<file path="src/sv/lssa_pkg.sv">
// shared constants, types and tables of the led strip snake animator
// no dependencies

package lssa_pkg;

    localparam int NUM_SNAKES = 10;
    localparam int NUM_PIXELS = 200;

    localparam int CMD_W      = 2;
    localparam int PIX_W      = 10;
    localparam int HUE_W      = 8;
    localparam int STEP_W     = 16;
    localparam int CNT_W      = 16;
    localparam int LEN_W      = 4;
    localparam int LVL_W      = 8;
    localparam int IDX_W      = 3;
    localparam int CFG_DATA_W = 16;
    localparam int MAX_TRAIL  = 15;

    localparam int BSUM_W = $clog2(NUM_SNAKES * 255 + 1);
    localparam int HSUM_W = $clog2(NUM_SNAKES * 65025 + 1);
    localparam int OVL_W  = $clog2(NUM_SNAKES + 1);

    localparam logic [IDX_W-1:0] REG_INTERVAL = 3'd0;
    localparam logic [IDX_W-1:0] REG_TRAIL    = 3'd1;
    localparam logic [IDX_W-1:0] REG_FMIN     = 3'd2;
    localparam logic [IDX_W-1:0] REG_FMAX     = 3'd3;
    localparam logic [IDX_W-1:0] REG_HSTEP    = 3'd4;
    localparam logic [IDX_W-1:0] REG_SAT      = 3'd5;

    localparam logic [CNT_W-1:0] RST_INTERVAL = 16'd50;
    localparam logic [LEN_W-1:0] RST_TRAIL    = 4'd5;
    localparam logic [LVL_W-1:0] RST_FMIN     = 8'd50;
    localparam logic [LVL_W-1:0] RST_FMAX     = 8'd255;
    localparam logic [LVL_W-1:0] RST_HSTEP    = 8'd30;
    localparam logic [LVL_W-1:0] RST_SAT      = 8'd230;

    // round(num / 65025) half up as floor((2 num + 65025) * RND_MUL >> RND_SHIFT)
    localparam logic [25:0] RND_BIAS  = 26'd65025;
    localparam logic [25:0] RND_MUL   = 26'd33818121;
    localparam int          RND_SHIFT = 42;

    typedef enum logic [CMD_W-1:0] {
        CMD_SPAWN = 2'd0,
        CMD_TICK  = 2'd1,
        CMD_QUERY = 2'd2,
        CMD_NONE  = 2'd3
    } t_cmd;

    typedef enum logic [3:0] {
        ST_IDLE,
        ST_CHAIN,
        ST_DIV,
        ST_HUE,
        ST_HSV1,
        ST_HSV2,
        ST_HSV3,
        ST_RND,
        ST_DONE
    } t_state;

    typedef enum logic [2:0] {
        SEC_RY,
        SEC_YG,
        SEC_GC,
        SEC_CB,
        SEC_BM,
        SEC_MR
    } t_sector;

    typedef logic [MAX_TRAIL-1:0][LVL_W-1:0] t_btab;

    typedef struct packed {
        t_cmd                    cmd;
        logic [PIX_W-1:0]        pixel;
        logic [HUE_W-1:0]        hue;
        logic [LEN_W-1:0]        len;
        logic [CNT_W-1:0]        interval;
        t_btab                   btab;
    } t_cell_ctl;

    typedef struct packed {
        logic                    go;
        logic                    free;
        logic [BSUM_W-1:0]       bsum;
        logic [HSUM_W-1:0]       hsum;
        logic [OVL_W-1:0]        ovl;
    } t_link;

    // ceil(65536 / m) for m of 1 to 14 (65536 otherwise), exact quotient for numerators below 4096
    function automatic logic [16:0] f_recip(input logic [LEN_W-1:0] m);
        logic [16:0] r;
        case (m)
            4'd2:    r = 17'd32768;
            4'd3:    r = 17'd21846;
            4'd4:    r = 17'd16384;
            4'd5:    r = 17'd13108;
            4'd6:    r = 17'd10923;
            4'd7:    r = 17'd9363;
            4'd8:    r = 17'd8192;
            4'd9:    r = 17'd7282;
            4'd10:   r = 17'd6554;
            4'd11:   r = 17'd5958;
            4'd12:   r = 17'd5462;
            4'd13:   r = 17'd5042;
            4'd14:   r = 17'd4682;
            default: r = 17'd65536;
        endcase
        return r;
    endfunction

endpackage

</file>
<file path="src/sv/lssa_cell.sv">
// one snake slot of the chain: holds one snake, acts when the request passes
// depends on lssa_pkg

module lssa_cell (
    input  logic                i_clk,
    input  logic                i_rst_n,
    input  lssa_pkg::t_cell_ctl i_ctl,
    input  lssa_pkg::t_link     i_link,
    output lssa_pkg::t_link     o_link
);

    logic                           r_active;
    logic [lssa_pkg::PIX_W-1:0]     r_origin;
    logic [lssa_pkg::STEP_W-1:0]    r_step;
    logic [lssa_pkg::CNT_W-1:0]     r_count;
    logic [lssa_pkg::HUE_W-1:0]     r_hue;
    lssa_pkg::t_link                r_link;

    logic signed [18:0] w_o, w_p, w_k, w_len, w_diff;
    logic signed [18:0] w_dam, w_dap, w_dbm, w_dbp;
    logic               w_hit;
    logic [lssa_pkg::LVL_W-1:0] w_bb;
    logic               w_take;
    logic [lssa_pkg::CNT_W-1:0]  n_cnt;
    logic [lssa_pkg::STEP_W-1:0] n_step;
    logic signed [18:0] w_ks, w_om, w_op;
    logic               w_on;

    function automatic logic f_ok(input logic signed [18:0] d, input logic signed [18:0] len,
                                  input lssa_pkg::t_btab tab);
        logic ok;
        ok = (d >= 0) && (d < len);
        if (ok) begin
            ok = (tab[d[3:0]] != '0);
        end
        return ok;
    endfunction

    assign w_o    = $signed({9'd0, r_origin});
    assign w_p    = $signed({9'd0, i_ctl.pixel});
    assign w_k    = $signed({3'd0, r_step});
    assign w_len  = $signed({15'd0, i_ctl.len});
    assign w_diff = w_p - w_o;
    assign w_dam  = w_k - 19'sd1 + w_diff;
    assign w_dap  = w_k - 19'sd1 - w_diff;
    assign w_dbm  = w_k + w_diff;
    assign w_dbp  = w_k - w_diff;

    // coverage in order: previous step then current, minus side then plus
    always_comb begin
        w_hit = 1'b0;
        w_bb  = '0;
        if (r_step == '0 || (r_step == 16'd1 && w_diff == 19'sd0)) begin
            w_hit = (w_diff == 19'sd0);
            w_bb  = i_ctl.btab[0];
        end else if (r_step != 16'd1 && f_ok(w_dam, w_len, i_ctl.btab)) begin
            w_hit = 1'b1;
            w_bb  = i_ctl.btab[w_dam[3:0]];
        end else if (r_step != 16'd1 && f_ok(w_dap, w_len, i_ctl.btab)) begin
            w_hit = 1'b1;
            w_bb  = i_ctl.btab[w_dap[3:0]];
        end else if (f_ok(w_dbm, w_len, i_ctl.btab)) begin
            w_hit = 1'b1;
            w_bb  = i_ctl.btab[w_dbm[3:0]];
        end else if (f_ok(w_dbp, w_len, i_ctl.btab)) begin
            w_hit = 1'b1;
            w_bb  = i_ctl.btab[w_dbp[3:0]];
        end
    end

    // advance on tick and check that some trail pixel stays on the strip
    assign n_cnt  = (r_count != '1) ? r_count + 1'b1 : r_count;
    assign n_step = (r_step != '1) ? r_step + 1'b1 : r_step;
    assign w_ks   = $signed({3'd0, n_step});
    assign w_om   = w_o - w_ks;
    assign w_op   = w_o + w_ks;
    assign w_on   = (i_ctl.len != '0) &&
                    (((w_om + w_len - 19'sd1 >= 0) && (w_om <= 19'(lssa_pkg::NUM_PIXELS - 1))) ||
                     (w_op - w_len + 19'sd1 <= 19'(lssa_pkg::NUM_PIXELS - 1)));

    assign w_take = i_link.go && i_ctl.cmd == lssa_pkg::CMD_SPAWN && i_link.free && !r_active;

    always_ff @(posedge i_clk) begin
        if (!i_rst_n) begin
            r_active <= 1'b0;
            r_link   <= '0;
        end else begin
            r_link.go   <= i_link.go;
            r_link.free <= i_link.free && !w_take;
            r_link.bsum <= i_link.bsum;
            r_link.hsum <= i_link.hsum;
            r_link.ovl  <= i_link.ovl;
            if (w_take) begin
                r_active <= 1'b1;
                r_origin <= i_ctl.pixel;
                r_step   <= '0;
                r_count  <= '0;
                r_hue    <= i_ctl.hue;
            end
            if (i_link.go && i_ctl.cmd == lssa_pkg::CMD_TICK && r_active) begin
                if (n_cnt >= i_ctl.interval) begin
                    r_count  <= '0;
                    r_step   <= n_step;
                    r_active <= w_on;
                end else begin
                    r_count <= n_cnt;
                end
            end
            if (i_link.go && i_ctl.cmd == lssa_pkg::CMD_QUERY && r_active && w_hit) begin
                r_link.bsum <= i_link.bsum + lssa_pkg::BSUM_W'(w_bb);
                r_link.hsum <= i_link.hsum + lssa_pkg::HSUM_W'(r_hue * w_bb);
                r_link.ovl  <= i_link.ovl + 1'b1;
            end
        end
    end

    assign o_link = r_link;

endmodule

</file>
<file path="config.mk">
export PLATFORM = sky130hd
export DESIGN_NAME = lssa_cell
export DESIGN_NICKNAME = d
export VERILOG_FILES = /design/src/sv/lssa_pkg.sv /design/src/sv/lssa_cell.sv
export SDC_FILE = /design/constraint.sdc
export NUM_CORES = 1
export LEC_CHECK = 0
export ABC_AREA = 1
export BUFFER_PORTS_ARGS = -buffer_cell sky130_fd_sc_hd__buf_4
export CORE_MARGIN = 2
export CORE_UTILIZATION = 43
export CTS_CLUSTER_SIZE = 8
export DETAILED_ROUTE_END_ITERATION = 12
export SYNTH_ARGS = -nofsm -noshare
export SYNTH_HDL_FRONTEND = slang
export SYNTH_SLANG_ARGS = --single-unit
</file>
<file path="constraint.sdc">
create_clock -name i_clk -period 11 [get_ports i_clk]
set_input_delay 0.55 -clock i_clk [delete_from_list [all_inputs] [get_ports i_clk]]
set_output_delay 0.55 -clock i_clk [all_outputs]
set_load 0.03 [all_outputs]
</file>
==> flow_summary.ini <==
[worst_setup_path]
cp_max_fo = 9
crit_start = r_origin[0]
required_ns = 11.31
setup.worst_path.end_class = flip-flop
cp-start-kind = flip-flop
worst_path_most_repeated_cell = nand2_1
worst_ep_arrival_time_ns = 9.85
cp_slowest_cell = fa_1
cpPeakStageDelay_ns = 0.72
r2r-start = r_origin[0]
worstSetupPathType = reg -> reg

[place]
pre_cts_slack_ns = 1.37
gp_congestion = 0.951
dp.final_hpwl_um = 62700
io_buffers = 237
placed_cell_area_mm2 = 0.0239

[routing]
wl_per_cell_um = 17.0
via_count = 24626
final_antenna_net_count = 0
drc = 0
routed_wl_um = 78400
initialDrtViolationCount = 1942
vias_per_cell = 5.34
dr.pass1.iters = 6

[final_layout]
drive_gt1_frac = 0.0891
final_util = 0.483
syn_to_final_growth_pct = 11.2
antenna_cells = 0
postLayoutCellArea_mm2 = 0.0242
nets = 4430

[synthesis]
yosys.area.top_type = nand2_1
synth_top_area_frac = 0.213
synth_fp_nets = 4289
synthTopCellsByCount = nand2_1, inv_1, nand3_1
syn_area_mm2 = 0.0218
synth-seq-area-share = 0.105
yosysMostFrequentCell = nand2_1
synth-main-ff-cell = edfxtp_1
synth_edf_count = 50
yosysWarnings = 0
ys_ff_latch = 89
synthArstFlopShare = 0
syn_area_per_cell_um2 = 5.74
synth_cell_type_count = 57
synth_cells = 3793
synth_area_leaders = nand2_1, ha_1, nand3_1

[clock_network]
post_cts.repair.setup_buffers = 0
cts_tree = yes
clock-root-buffer = clkbuf_16
clock-sinks = 89
clockBufferDepth = 2
htreeDepth = 3
numCtsBuffers = 9
cts.clk_slew.worst_paths_ns = 0.08
hold_buffers = 0
clk_latency_ns = 0.37
ctsResizeCount = 0

[sta]
fin_tns_setup_ns = 0
setup_slack_ns = 1.46
max_slew_margin = 0.374
clock.fmax_mhz = 105
rsz0062_at_grt = no
period_needed_ns = 9.54
timing.final.crit_share = 0.867
finalClockSkew_ns = 0.0143
slew_viol_final = 0
worst_pin_slew_ns = 0.938
hold_viol = 0
finalSetupViolCount = 0

[global_routing]
grt_pass1_vias = 23325
gr-usage-all-layers = 0.296
grt_pass1_wl_um = 125000
grt_antenna_before_repair = 0
grt_max_degree = 82
grt.overflow.total = 0

[run_status]
status = complete, no violations

[die]
io_pins = 238
start_util = 0.435
rows = 82
die_y_um = 229
die_area_mm2 = 0.0524
core_area_mm2 = 0.0501
die_w_um = 229

[flow_run]
drv_cap = 0

[power_and_ir_drop]
power_frac_comb = 0.728
swShare = 0.569
cellPowerDensity_mw_per_mm2 = 107
internal_power_mw = 1.12
power_leakage_nw = 13.4
power_mw = 2.60
p_clk_frac = 0.124
seq_power_share = 0.147
total_switching_power_mw = 1.48
vdd_drop_max_v = 0.0000688

[worst_hold_path]
hp-start = i_ctl[143]
hold_class = in -> reg
## per-layer routing
layer | global-route usage | routed length [µm] | vias up
met1 | 0.375 | 33500 | 11173
li1 | - | - | 12397
met3 | 0.0422 | 5060 | 162
met2 | 0.514 | 37100 | 894
met4 | 0.0968 | 2680 | 0
met5 | 0 | 0 | -
## final cells by class
cell class,count,area [µm²]
Multi-Input combinational cell,3005,16700
Tap cell,672,841
Timing Repair Buffer,261,1960
Fill cell,5516,25900
Clock inverter,5,42.5
Inverter,568,2140
Sequential cell,89,2280
Clock buffer,11,254
## power groups by stage
| stage | registers (mW) | clock network [mW] | logic, mW |
|---|---|---|---|
| 6_report | 0.383 | 0.323 | 1.89 |
| 4_1_cts | 0.383 | 0.335 | 1.85 |
| 5_1_grt | 0.384 | 0.347 | 2.10 |
| 3_3_place_gp | 0.390 | 0 | 1.85 |
| 2_1_floorplan | 0.395 | 0 | 1.28 |
| 3_5_place_dp | 0.390 | 0 | 1.84 |
## kinds of logic after synthesis
group | synth area share
AO/OA/AOI/OAI | 0.0894
XOR/XNOR | 0.0409
adder cells (fa/ha/maj) | 0.191
buffers and inverters | 0.129
flip-flops | 0.105
AND/OR/NAND/NOR | 0.444
## worst max-delay path, delay by kind of cell (launching register included)
kind	cells	cell delay [ns]
flip-flops	1	0.46
adder cells (fa/ha/maj)	9	3.98
buffers and inverters	5	0.43
AND/OR/NAND/NOR	19	2.30
AO/OA/AOI/OAI	10	2.29
## metrics by stage
step,hold slack [ns],instances
2_1_floorplan,0.558,3793
3_3_place_gp,0.587,4595
3_5_place_dp,0.587,4595
4_1_cts,0.335,4611
5_1_grt,0.335,4611
6_report,0.351,4611
## worst paths after layout
| kind | endpoint | slack, ns | cells after the start |
|---|---|---|---|
| setup / recovery | o_link[23] | 1.46 | 43 |
| hold / removal | r_hue[3] | 0.35 | 1 |
| setup reg to reg | o_link[23] | 1.46 | 43 |
| hold reg to reg | r_active | 0.60 | 2 |
## flip-flops by register name, summed over array words and instances (netlist names)
signal	cells
o_link	38
r_active	1
r_count	16
r_hue	8
r_origin	10
r_step	16
## cell usage in the layout, fill, tap and decap left out, drive strengths merged
cell and count:
a221oi 2, edfxtp 50, nand4 58, o21a 3, ha 235, nand2 1263, xor2 73, clkbuf 11
nor2 310, a21boi 2, o21bai 19, xnor2 20, buf 261, nor3b 1, and2 2, inv 568
clkinv 5, a21o 9, a21oi 155, o31ai 2, a211oi 7, o21ai 136, a31oi 3, nor3 46
dfxtp 39, o221ai 1, nor4 7, or2 6, nand3 558, a41oi 1, fa 61, o211ai 11
nand3b 8, and3 6
No activity file was read; power rests on OpenSTA's default activity.
