File: src/sv/lssa_pkg.sv
// shared constants, types and tables of the led strip snake animator
// no dependencies

package lssa_pkg;

    localparam int NUM_SNAKES = 10;
    localparam int NUM_PIXELS = 200;

    localparam int CMD_W      = 2;
    localparam int PIX_W      = 10;
    localparam int HUE_W      = 8;
    localparam int STEP_W     = 16;
    localparam int CNT_W      = 16;
    localparam int LEN_W      = 4;
    localparam int LVL_W      = 8;
    localparam int IDX_W      = 3;
    localparam int CFG_DATA_W = 16;
    localparam int MAX_TRAIL  = 15;

    localparam int BSUM_W = $clog2(NUM_SNAKES * 255 + 1);
    localparam int HSUM_W = $clog2(NUM_SNAKES * 65025 + 1);
    localparam int OVL_W  = $clog2(NUM_SNAKES + 1);

    localparam logic [IDX_W-1:0] REG_INTERVAL = 3'd0;
    localparam logic [IDX_W-1:0] REG_TRAIL    = 3'd1;
    localparam logic [IDX_W-1:0] REG_FMIN     = 3'd2;
    localparam logic [IDX_W-1:0] REG_FMAX     = 3'd3;
    localparam logic [IDX_W-1:0] REG_HSTEP    = 3'd4;
    localparam logic [IDX_W-1:0] REG_SAT      = 3'd5;

    localparam logic [CNT_W-1:0] RST_INTERVAL = 16'd50;
    localparam logic [LEN_W-1:0] RST_TRAIL    = 4'd5;
    localparam logic [LVL_W-1:0] RST_FMIN     = 8'd50;
    localparam logic [LVL_W-1:0] RST_FMAX     = 8'd255;
    localparam logic [LVL_W-1:0] RST_HSTEP    = 8'd30;
    localparam logic [LVL_W-1:0] RST_SAT      = 8'd230;

    // round(num / 65025) half up as floor((2 num + 65025) * RND_MUL >> RND_SHIFT)
    localparam logic [25:0] RND_BIAS  = 26'd65025;
    localparam logic [25:0] RND_MUL   = 26'd33818121;
    localparam int          RND_SHIFT = 42;

    typedef enum logic [CMD_W-1:0] {
        CMD_SPAWN = 2'd0,
        CMD_TICK  = 2'd1,
        CMD_QUERY = 2'd2,
        CMD_NONE  = 2'd3
    } t_cmd;

    typedef enum logic [3:0] {
        ST_IDLE,
        ST_CHAIN,
        ST_DIV,
        ST_HUE,
        ST_HSV1,
        ST_HSV2,
        ST_HSV3,
        ST_RND,
        ST_DONE
    } t_state;

    typedef enum logic [2:0] {
        SEC_RY,
        SEC_YG,
        SEC_GC,
        SEC_CB,
        SEC_BM,
        SEC_MR
    } t_sector;

    typedef logic [MAX_TRAIL-1:0][LVL_W-1:0] t_btab;

    typedef struct packed {
        t_cmd                    cmd;
        logic [PIX_W-1:0]        pixel;
        logic [HUE_W-1:0]        hue;
        logic [LEN_W-1:0]        len;
        logic [CNT_W-1:0]        interval;
        t_btab                   btab;
    } t_cell_ctl;

    typedef struct packed {
        logic                    go;
        logic                    free;
        logic [BSUM_W-1:0]       bsum;
        logic [HSUM_W-1:0]       hsum;
        logic [OVL_W-1:0]        ovl;
    } t_link;

    // ceil(65536 / m) for m of 1 to 14 (65536 otherwise), exact quotient for numerators below 4096
    function automatic logic [16:0] f_recip(input logic [LEN_W-1:0] m);
        logic [16:0] r;
        case (m)
            4'd2:    r = 17'd32768;
            4'd3:    r = 17'd21846;
            4'd4:    r = 17'd16384;
            4'd5:    r = 17'd13108;
            4'd6:    r = 17'd10923;
            4'd7:    r = 17'd9363;
            4'd8:    r = 17'd8192;
            4'd9:    r = 17'd7282;
            4'd10:   r = 17'd6554;
            4'd11:   r = 17'd5958;
            4'd12:   r = 17'd5462;
            4'd13:   r = 17'd5042;
            4'd14:   r = 17'd4682;
            default: r = 17'd65536;
        endcase
        return r;
    endfunction

endpackage

File: src/sv/lssa_div.sv
// restoring divider for the weighted hue, one quotient bit per cycle
// depends on lssa_pkg

module lssa_div (
    input  logic                        i_clk,
    input  logic                        i_rst_n,
    input  logic                        i_start,
    input  logic [lssa_pkg::HSUM_W-1:0] i_num,
    input  logic [lssa_pkg::BSUM_W-1:0] i_den,
    output logic                        o_done,
    output logic [lssa_pkg::HSUM_W-1:0] o_quo
);

    localparam int CNT_W = $clog2(lssa_pkg::HSUM_W + 1);

    logic                         r_busy;
    logic                         r_done;
    logic [CNT_W-1:0]             r_cnt;
    logic [lssa_pkg::HSUM_W-1:0]  r_quo;
    logic [lssa_pkg::BSUM_W:0]    r_rem;
    logic [lssa_pkg::BSUM_W-1:0]  r_den;
    logic [lssa_pkg::BSUM_W:0]    w_sh;
    logic                         w_ge;

    assign w_sh = {r_rem[lssa_pkg::BSUM_W-1:0], r_quo[lssa_pkg::HSUM_W-1]};
    assign w_ge = (w_sh >= {1'b0, r_den});

    always_ff @(posedge i_clk) begin
        if (!i_rst_n) begin
            r_busy <= 1'b0;
            r_done <= 1'b0;
            r_cnt  <= '0;
        end else begin
            r_done <= 1'b0;
            if (i_start) begin
                r_busy <= 1'b1;
                r_cnt  <= CNT_W'(lssa_pkg::HSUM_W);
                r_quo  <= i_num;
                r_rem  <= '0;
                r_den  <= i_den;
            end else if (r_busy) begin
                r_rem <= w_ge ? w_sh - {1'b0, r_den} : w_sh;
                r_quo <= {r_quo[lssa_pkg::HSUM_W-2:0], w_ge};
                r_cnt <= r_cnt - 1'b1;
                if (r_cnt == CNT_W'(1)) begin
                    r_busy <= 1'b0;
                    r_done <= 1'b1;
                end
            end
        end
    end

    assign o_done = r_done;
    assign o_quo  = r_quo;

endmodule
File: config.mk
export PLATFORM = sky130hd
export DESIGN_NAME = lssa_div
export DESIGN_NICKNAME = d
export VERILOG_FILES = /design/src/sv/lssa_pkg.sv /design/src/sv/lssa_div.sv
export SDC_FILE = /design/constraint.sdc
export NUM_CORES = 1
export LEC_CHECK = 0
export ABC_CLOCK_PERIOD_IN_PS = 8200
export BUFFER_PORTS_ARGS = -buffer_cell sky130_fd_sc_hd__buf_2
export CORE_MARGIN = 5
export CORE_UTILIZATION = 58
export DETAILED_ROUTE_END_ITERATION = 8
export GPL_TIMING_DRIVEN = 0
export PLACE_DENSITY = 0.84
export SYNTH_ARGS = -nofsm -noshare
export SYNTH_HDL_FRONTEND = slang
export SYNTH_SLANG_ARGS = --single-unit
File: constraint.sdc
create_clock -name i_clk -period 8.2 [get_ports i_clk]
set_clock_uncertainty 0.1 [all_clocks]
set_input_delay 2.46 -clock i_clk [delete_from_list [all_inputs] [get_ports i_clk]]
set_output_delay 2.46 -clock i_clk [all_outputs]
set_load 0.02 [all_outputs]
==> results.cfg, run 1 <==
[min_path]
hold_path_class = flip-flop to flip-flop
hp-start = r_cnt[1]
min_delay_worst_endpoint = r_cnt[1]
holdPathStages = 2

[synthesis]
synth_common_cells = edfxtp_1 (44), inv_1 (19), mux2_2 (19), nor2_1 (19), ha_1 (14)
synth_ff_type = edfxtp_1
yosysWarnings = 0
synth_seq_area_share = 0.546
syn_inst = 213
synth_top_area_share = 0.494
synth.area.top_cells = edfxtp_1 (49%), mux2_2 (8.0%), ha_1 (6.5%)
synthDistinctLibCells = 42
synth_area_per_cell_sq_um = 12.6
synth_top_area_cell = edfxtp_1
async_flop_share = 0
synth_nets = 263
synth-seq-cells = 51
synth_edf_count = 44
synth_area_sq_mm = 0.00268
yosysMostFrequentCell = edfxtp_1

[floorplanning]
die_area_sq_mm = 0.00607
coreArea_sq_mm = 0.00441
fp-row-count = 24
die_height_um = 77.9
ios = 56
start_util = 0.606
die_x_um = 77.9

[clocking]
post-cts-setup-buffers = 0
cts_htree_levels = 2
cts_hold_buf = 0
insertion_delay_ps = 300
cts_made_buffers = 5
clkTransAtPathRegs_ps = 90
cts_tree = yes
cts.path.max_buffers = 2
cts_num_sinks = 51
root_buffer = clkbuf_8
cts_resized = 0

[timing]
min_period_ps = 4060
maxSlewViolCount = 0
setup_viol = 0
timing.setup.tns_ps = 0
hold_ws_ps = 409
worst_pin_slew_ps = 818
rsz0062_at_grt = false
max_slew_margin = 0.454
fmax_ghz = 0.246
final-hold-violation-count = 0
final.period_utilization = 0.496

[finish]
instances_no_fill = 327
num_antenna_cells = 0
areaGrowthSynthToFinish_pct = 16.3
drive_gt1_frac = 0.316
fillCellCount = 301
post-route-util = 0.705
nets = 324

[drt]
wl_per_cell_um = 15.6
viasPerCell = 5.60
drt_iter0_drc = 115
vias = 1830
ant_nets = 0
dr.pass1.iters = 4
finalWirelength_um = 5090
drc = 0

[outcome]
outcome = complete, no violations

[grt]
antenna_found_initial = 0
grtUsageTotal = 0.177
grt_start_max_net_pins = 34
globalRouteOverflowTotal = 0
grt_pass1_wl_um = 8590
grt_pass1_vias = 1848

[setup_path]
cp.arrival_ps = 3910
regToRegSetupSlack_ps = 5230
crit_path_end_kind = flip-flop
r2r-start = r_den[1]
r2r_end = r_rem[5]
reg2regPathDepth = 10
required_ps = 8040
start_kind = input port
crit_type = input port to flip-flop
cp_max_fo = 12

[power_and_ir_drop]
vdd_drop_max_v = 0.000162
powerDensity_mw_per_mm2 = 203
p_leak_nw = 1.28
total_power_mw = 0.632

[place]
io_buffer_count = 54
dp_cells = 319
hpwl_um = 3650
gp_congestion = 0.803

[run]
drv_cap = 0
-- how the worst max path moves through the flow --
stage	endpoint	slack [ps]	from
floorplan	o_quo[0]	4120	i_start
global placement	o_quo[11]	3660	i_start
detailed placement	r_rem[10]	3620	i_start
CTS	o_quo[10]	3970	i_start
global route	r_den[5]	3990	i_start
finish	r_den[5]	4140	i_start
-- routing by layer --
metal	wire length, um	GRT usage
met5	0	0
met4	94	0.0625
met3	448	0.0671
met2	2340	0.282
met1	2200	0.220
-- worst max-delay path, stage by stage --
cell and delay, ps:
clkbuf_1 390, buf_1 450, nand2_1 150, inv_1 440
-- power breakdown --
| group | internal, mW | leakage [nW] | switching, mW |
|---|---|---|---|
| combinational | 0.0711 | 0.755 | 0.0849 |
| clock | 0.0772 | 0.0515 | 0.0809 |
| sequential | 0.308 | 0.478 | 0.0104 |
-- through the flow --
step	setup slack (ps)	cell area [sq um]
floorplan	4120	2680
global placement	3660	3010
detailed placement	3620	3010
CTS	3970	3110
global route	3990	3110
finish	4140	3110
-- final cells by class --
cell class              instances  area [sq um]  area share
clock buffers                   8           100      0.0322
plain buffers                   5          26.3     0.00844
repair buffers                 54           270      0.0869
inverters                      19          71.3      0.0229
flip-flops and latches         51          1460       0.470
multi-input cells             138          1120       0.359
well taps                      52          65.1      0.0209
-- layout by cell type, fill, tap and decap left out, types with 3 or more instances in the layout --
cell,instances
nand2_1,8
a31oi_1,4
ha_1,14
a21oi_1,8
o21a_1,4
inv_1,19
buf_2,54
a211oi_1,3
nor2b_1,4
clkbuf_8,7
nor2_1,19
dfxtp_1,7
mux2_2,19
edfxtp_1,44
clkbuf_1,4
nor3_1,4
nand3_1,3
xnor2_1,10
mux2i_1,9
-- state kept, by name (all words and copies together), names as in the netlist --
name and flops:
o_quo 20, r_rem 12, r_cnt 5, o_done 1, r_den 12, r_busy 1
-- cells by family (layout without fill, tap and decap cells) --
family / count (synthesis) / count (layout) / synth area share
compound gates: 34 / 34 / 0.0964
simple gates: 49 / 49 / 0.0949
fa+ha+maj: 15 / 15 / 0.0730
flops: 51 / 51 / 0.546
mux: 28 / 28 / 0.114
buf+inv: 24 / 86 / 0.0365
xor+xnor: 12 / 12 / 0.0393
Note: power is estimated with default switching activity, not from simulation.
==> inputs of run 2 (changes only) <==
==> config.mk (replaced) <==
export PLATFORM = sky130hd
export DESIGN_NAME = lssa_div
export DESIGN_NICKNAME = d
export VERILOG_FILES = /design/src/sv/lssa_pkg.sv /design/src/sv/lssa_div.sv
export SDC_FILE = /design/constraint.sdc
export NUM_CORES = 1
export LEC_CHECK = 0
export ABC_AREA = 1
export ABC_CLOCK_PERIOD_IN_PS = 3900
export BUFFER_PORTS_ARGS = -buffer_cell sky130_fd_sc_hd__buf_2
export CORE_MARGIN = 5
export CORE_UTILIZATION = 55
export DETAILED_ROUTE_END_ITERATION = 8
export GPL_TIMING_DRIVEN = 0
export PLACE_DENSITY = 0.79
export SYNTH_ARGS = -nofsm -noshare
export SYNTH_HDL_FRONTEND = slang
export SYNTH_SLANG_ARGS = --single-unit
==> constraint.sdc (replaced) <==
create_clock -name i_clk -period 3.9 [get_ports i_clk]
set_clock_uncertainty 0.1 [all_clocks]
set_input_delay 1.17 -clock i_clk [delete_from_list [all_inputs] [get_ports i_clk]]
set_output_delay 1.17 -clock i_clk [all_outputs]
set_load 0.02 [all_outputs]
==> results.cfg, run 2 <==
[outcome]
outcome = complete, no violations

[place]
gp_congestion = 0.899
dp_cells = 483
hpwl_um = 4680
io_buffer_count = 55

[finish]
num_antenna_cells = 0
mostFrequentLayoutCell = nand2_1
instances_no_fill = 491
largest_register_ffs = 20
areaGrowthSynthToFinish_pct = 17.0
nets = 470
drive_gt1_frac = 0.190
layout_common_cells = nand2_1 (143), buf_2 (57), inv_1 (47), edfxtp_1 (44), nor2_1 (37)
post-route-util = 0.663

[grt]
grt_start_max_net_pins = 29
grt_pass1_wl_um = 10100
globalRouteOverflowTotal = 0
antenna_found_initial = 0
grtUsageTotal = 0.193
grt_pass1_vias = 2349

[run]
drv_cap = 0

[synthesis]
synthDistinctLibCells = 31
synth_top_area_cell = edfxtp_1
yosysMostFrequentCell = nand2_1
synth_ff_type = edfxtp_1
synth-seq-cells = 51
synth_top_area_share = 0.454
synth_area_sq_mm = 0.00291
async_flop_share = 0
synth.area.top_cells = edfxtp_1 (45%), nand2_1 (18%), inv_1 (6.1%)
synth_area_per_cell_sq_um = 8.16
synth_seq_area_share = 0.502
synth_edf_count = 44
syn_inst = 357
yosysWarnings = 0
synth_nets = 407
synth_common_cells = nand2_1 (143), inv_1 (47), edfxtp_1 (44)

[clocking]
root_buffer = clkbuf_8
insertion_delay_ps = 300
cts_num_sinks = 51
cts_made_buffers = 5
cts_tree = yes
cts_resized = 0
cts_htree_levels = 2
cts_hold_buf = 0
post-cts-setup-buffers = 0
cts.path.max_buffers = 2
clkTransAtPathRegs_ps = 80

[setup_path]
crit_path_end_kind = flip-flop
required_ps = 3800
start_kind = input port
cp_max_fo = 28
crit_type = input port to flip-flop
cp.arrival_ps = 2190

[drt]
drc = 0
vias = 2410
ant_nets = 0
drt_iter0_drc = 129
viasPerCell = 4.91
dr.pass1.iters = 4
wl_per_cell_um = 12.1
finalWirelength_um = 5940

[power_and_ir_drop]
total_power_mw = 1.34
powerDensity_mw_per_mm2 = 394
power.clock.fraction = 0.247
pwr-share-comb = 0.257
switching_share = 0.300
p_leak_nw = 1.72
p_sw_mw = 0.403
vdd_drop_max_v = 0.000246
internal_power_mw = 0.941
seqPwrFrac = 0.496

[timing]
final.period_utilization = 0.587
max_slew_margin = 0.649
setup_viol = 0
hold_ws_ps = 389
min_period_ps = 2290
maxSlewViolCount = 0
final-hold-violation-count = 0
fmax_ghz = 0.437
rsz0062_at_grt = false
timing.setup.tns_ps = 0
worst_pin_slew_ps = 526

[floorplanning]
ios = 56
start_util = 0.567
die_x_um = 82.8
coreArea_sq_mm = 0.00514
die_area_sq_mm = 0.00685
die_height_um = 82.8
fp-row-count = 26

[min_path]
hold_path_class = flip-flop to flip-flop
-- run 2: layout make-up --
class / instances / area (sq um)
fillers: 458 / 1730
clock buffers: 8 / 101
multi-input cells: 248 / 1230
inverters: 51 / 191
well taps: 70 / 87.6
repair buffers: 56 / 295
plain buffers: 7 / 43.8
flip-flops and latches: 51 / 1460
-- run 2: kinds of logic after synthesis --
| kind of cell | Yosys count | synth area share |
|---|---|---|
| flops | 51 | 0.502 |
| compound gates | 13 | 0.0275 |
| buf+inv | 58 | 0.0808 |
| xor+xnor | 4 | 0.0120 |
| fa+ha+maj | 15 | 0.0670 |
| simple gates | 216 | 0.311 |
-- run 2: power by group through the flow --
stage	Sequential [mW]	Combinational [mW]	Clock, mW
2_1_floorplan	0.692	0.237	0
5_1_grt	0.671	0.392	0.365
4_1_cts	0.667	0.347	0.339
3_3_place_gp	0.679	0.331	0
6_report	0.667	0.346	0.331
3_5_place_dp	0.678	0.347	0
-- run 2: path summary, 6_finish.rpt --
path                  from         to  slack [ps]  cells after the start
hold reg to reg   r_cnt[1]   r_cnt[1]         390                      2
hold / removal    r_cnt[1]   r_cnt[1]         390                      2
setup reg to reg  r_rem[7]   r_rem[5]        1760                     11
setup / recovery   i_start  r_rem[10]        1610                      4
-- run 2: critical path: stages --
cell	delay (ps)
buf_2	150
clkinv_1	260
a21oi_4	360
buf_12	240
-- run 2: per-stage QoR --
step | setup WS, ps | instance area [sq um]
floorplan | 397 | 2910
global placement | -707 | 3280
detailed placement | 1270 | 3310
CTS | 1590 | 3410
global route | 1500 | 3410
finish | 1610 | 3410
-- run 2: metal layers --
layer,vias to the layer above,part of all wire,global-route usage,routed length [um]
li1,1252,-,-,-
met1,1073,0.44,0.240,2640
met4,0,0.0089,0.0490,53
met5,-,0,0,0
met3,7,0.076,0.0443,452
met2,78,0.47,0.337,2800
==> inputs of run 3 (changes only) <==
==> config.mk (replaced) <==
export PLATFORM = sky130hd
export DESIGN_NAME = lssa_div
export DESIGN_NICKNAME = d
export VERILOG_FILES = /design/src/sv/lssa_pkg.sv /design/src/sv/lssa_div.sv
export SDC_FILE = /design/constraint.sdc
export NUM_CORES = 1
export LEC_CHECK = 0
export ABC_AREA = 0
export ABC_CLOCK_PERIOD_IN_PS = 1900
export BUFFER_PORTS_ARGS = -buffer_cell sky130_fd_sc_hd__buf_2
export CORE_MARGIN = 5
export CORE_UTILIZATION = 49
export DETAILED_ROUTE_END_ITERATION = 8
export GPL_TIMING_DRIVEN = 0
export PLACE_DENSITY = 0.76
export SYNTH_ARGS = -nofsm -noshare
export SYNTH_HDL_FRONTEND = slang
export SYNTH_SLANG_ARGS = --single-unit
==> constraint.sdc (replaced) <==
create_clock -name i_clk -period 1.9 [get_ports i_clk]
set_clock_uncertainty 0.1 [all_clocks]
set_input_delay 0.57 -clock i_clk [delete_from_list [all_inputs] [get_ports i_clk]]
set_output_delay 0.57 -clock i_clk [all_outputs]
set_load 0.02 [all_outputs]
==> results.cfg, run 3 (synthesis gave the netlist of run 1 again) <==
[drt]
wl_per_cell_um = 14.5
drc = 0
drt_iter0_drc = 83
vias = 1865
finalWirelength_um = 5150
ant_nets = 0
viasPerCell = 5.25
dr.pass1.iters = 4

[floorplanning]
die_area_sq_mm = 0.00704
die_x_um = 83.9
ios = 56
fp-row-count = 27
coreArea_sq_mm = 0.00541
start_util = 0.495
die_height_um = 83.9

[place]
hpwl_um = 3660
gp_congestion = 0.804
dp_slack_ps = -910
dp_cells = 339
io_buffer_count = 54

[setup_path]
cp_max_fo = 8
path_buf_inv = 1
regToRegSetupSlack_ps = -680
crit_path_end_kind = flip-flop
crit_path_top_delay_cell = edfxtp_1
crit_type = flip-flop to flip-flop
path_cells = ha_4, nor2b_4, o2111ai_2, a31oi_2, or3_4, a41oi_4, buf_6, mux2i_1, nor2_1
path_delay_family = simple AND/OR/NAND/NOR gates
critPathMaxStageDelay_ps = 440
cp.arrival_ps = 2520
r2r-start = r_rem[0]
start_kind = flip-flop
endpoint = r_rem[5]
required_ps = 1840
r2r_end = r_rem[5]
reg2regPathDepth = 9
worstSetupPathDepth = 9
crit_start = r_rem[0]

[finish]
mostFrequentLayoutCell = buf_2
instances_no_fill = 355
nets = 332
layout_common_cells = buf_2 (54), edfxtp_1 (44), mux2_2 (19), nor2_1 (19), inv_1 (16)
num_antenna_cells = 0
drive_gt1_frac = 0.382
areaGrowthSynthToFinish_pct = 22.4
largest_register_ffs = 20

[power_and_ir_drop]
power.clock.fraction = 0.267
internal_power_mw = 2.07
powerDensity_mw_per_mm2 = 876
seqPwrFrac = 0.479
vdd_drop_max_v = 0.000571
p_leak_nw = 1.32
p_sw_mw = 0.799
switching_share = 0.279
pwr-share-comb = 0.254

[grt]
globalRouteOverflowTotal = 0
antenna_found_initial = 0
grtUsageTotal = 0.149
grt_start_max_net_pins = 34
grt_pass1_wl_um = 8590
grt_pass1_vias = 1898

[clocking]
cts_made_buffers = 5
insertion_delay_ps = 300
root_buffer = clkbuf_8
cts_num_sinks = 51
cts.path.max_buffers = 2
cts_tree = yes
cts_htree_levels = 2
cts_hold_buf = 0
clkTransAtPathRegs_ps = 90

[outcome]
outcome = complete, but fails checks
violations = negative setup slack

[timing]
final.period_utilization = 1.36
fmax_ghz = 0.387
max_slew_margin = 0.655
rsz0062_at_grt = true
final-hold-violation-count = 0
setup_viol = 25
worst_pin_slew_ps = 518
maxSlewViolCount = 0
min_period_ps = 2580
layout_setup_ws_ps = -683

[min_path]
hp-start = i_den[8]
hold_path_class = input port to flip-flop

[run]
drv_cap = 0
[run 3: timing repair]
item | CTS | global route
pin swaps | 3 | 7
gates resized for setup | 5 | 6
setup buffers | 5 | 3
setup endpoints to repair | 43 | 27
[run 3: worst min-delay path by stage]
stage / slack, ps / endpoint / cells after the start
global placement: 380 / r_cnt[1] / 2
global route: 330 / r_den[7] / 1
floorplan: 370 / r_cnt[1] / 2
CTS: 330 / r_den[9] / 1
detailed placement: 420 / r_cnt[1] / 2
finish: 340 / r_den[8] / 1
[run 3: worst register-to-register path, stage by stage (launching register included)]
cell and delay, ps:
edfxtp_1 440, ha_4 260, nor2b_4 130, o2111ai_2 220, a31oi_2 130, or3_4 410
a41oi_4 180, buf_6 190, mux2i_1 200, nor2_1 60
[run 3: routing by layer]
metal	GRT usage	vias up	share of wire
met5	0	-	0
met4	0.0468	0	0.018
met3	0.0602	9	0.086
met2	0.231	57	0.46
met1	0.189	875	0.44
li1	-	924	-
[run 3: cell type report]
cell class | instances | area, sq um
fill | 459 | 2130
sequential | 51 | 1460
multi-input combinational | 138 | 1180
timing repair buffer | 62 | 330
tap | 72 | 90.1
inverter | 19 | 75.1
clock buffer | 5 | 68.8
clock inverter | 3 | 46.3
buffer | 5 | 26.3
[run 3: power groups by stage]
| stage | Combinational, mW | Sequential (mW) | Clock [mW] |
|---|---|---|---|
| after floorplan | 0.485 | 1.42 | 0 |
| after global placement | 0.659 | 1.39 | 0 |
| after detailed placement | 0.675 | 1.40 | 0 |
| after CTS | 0.709 | 1.37 | 0.782 |
| after global routing | 0.809 | 1.38 | 0.825 |
| final | 0.729 | 1.37 | 0.765 |
[run 3: per-stage QoR]
step           area [sq um]  TNS (ps)  power [mW]  utilization  hold WS, ps
4_1_cts                3220    -10980        2.86        0.597          328
5_1_grt                3270    -13240        3.02        0.606          326
3_3_place_gp           3050    -27260        2.05        0.564          385
6_report               3270     -9410        2.87        0.606          338
2_1_floorplan          2690     -8100        1.91            -          368
3_5_place_dp           3050    -28690        2.07        0.564          416
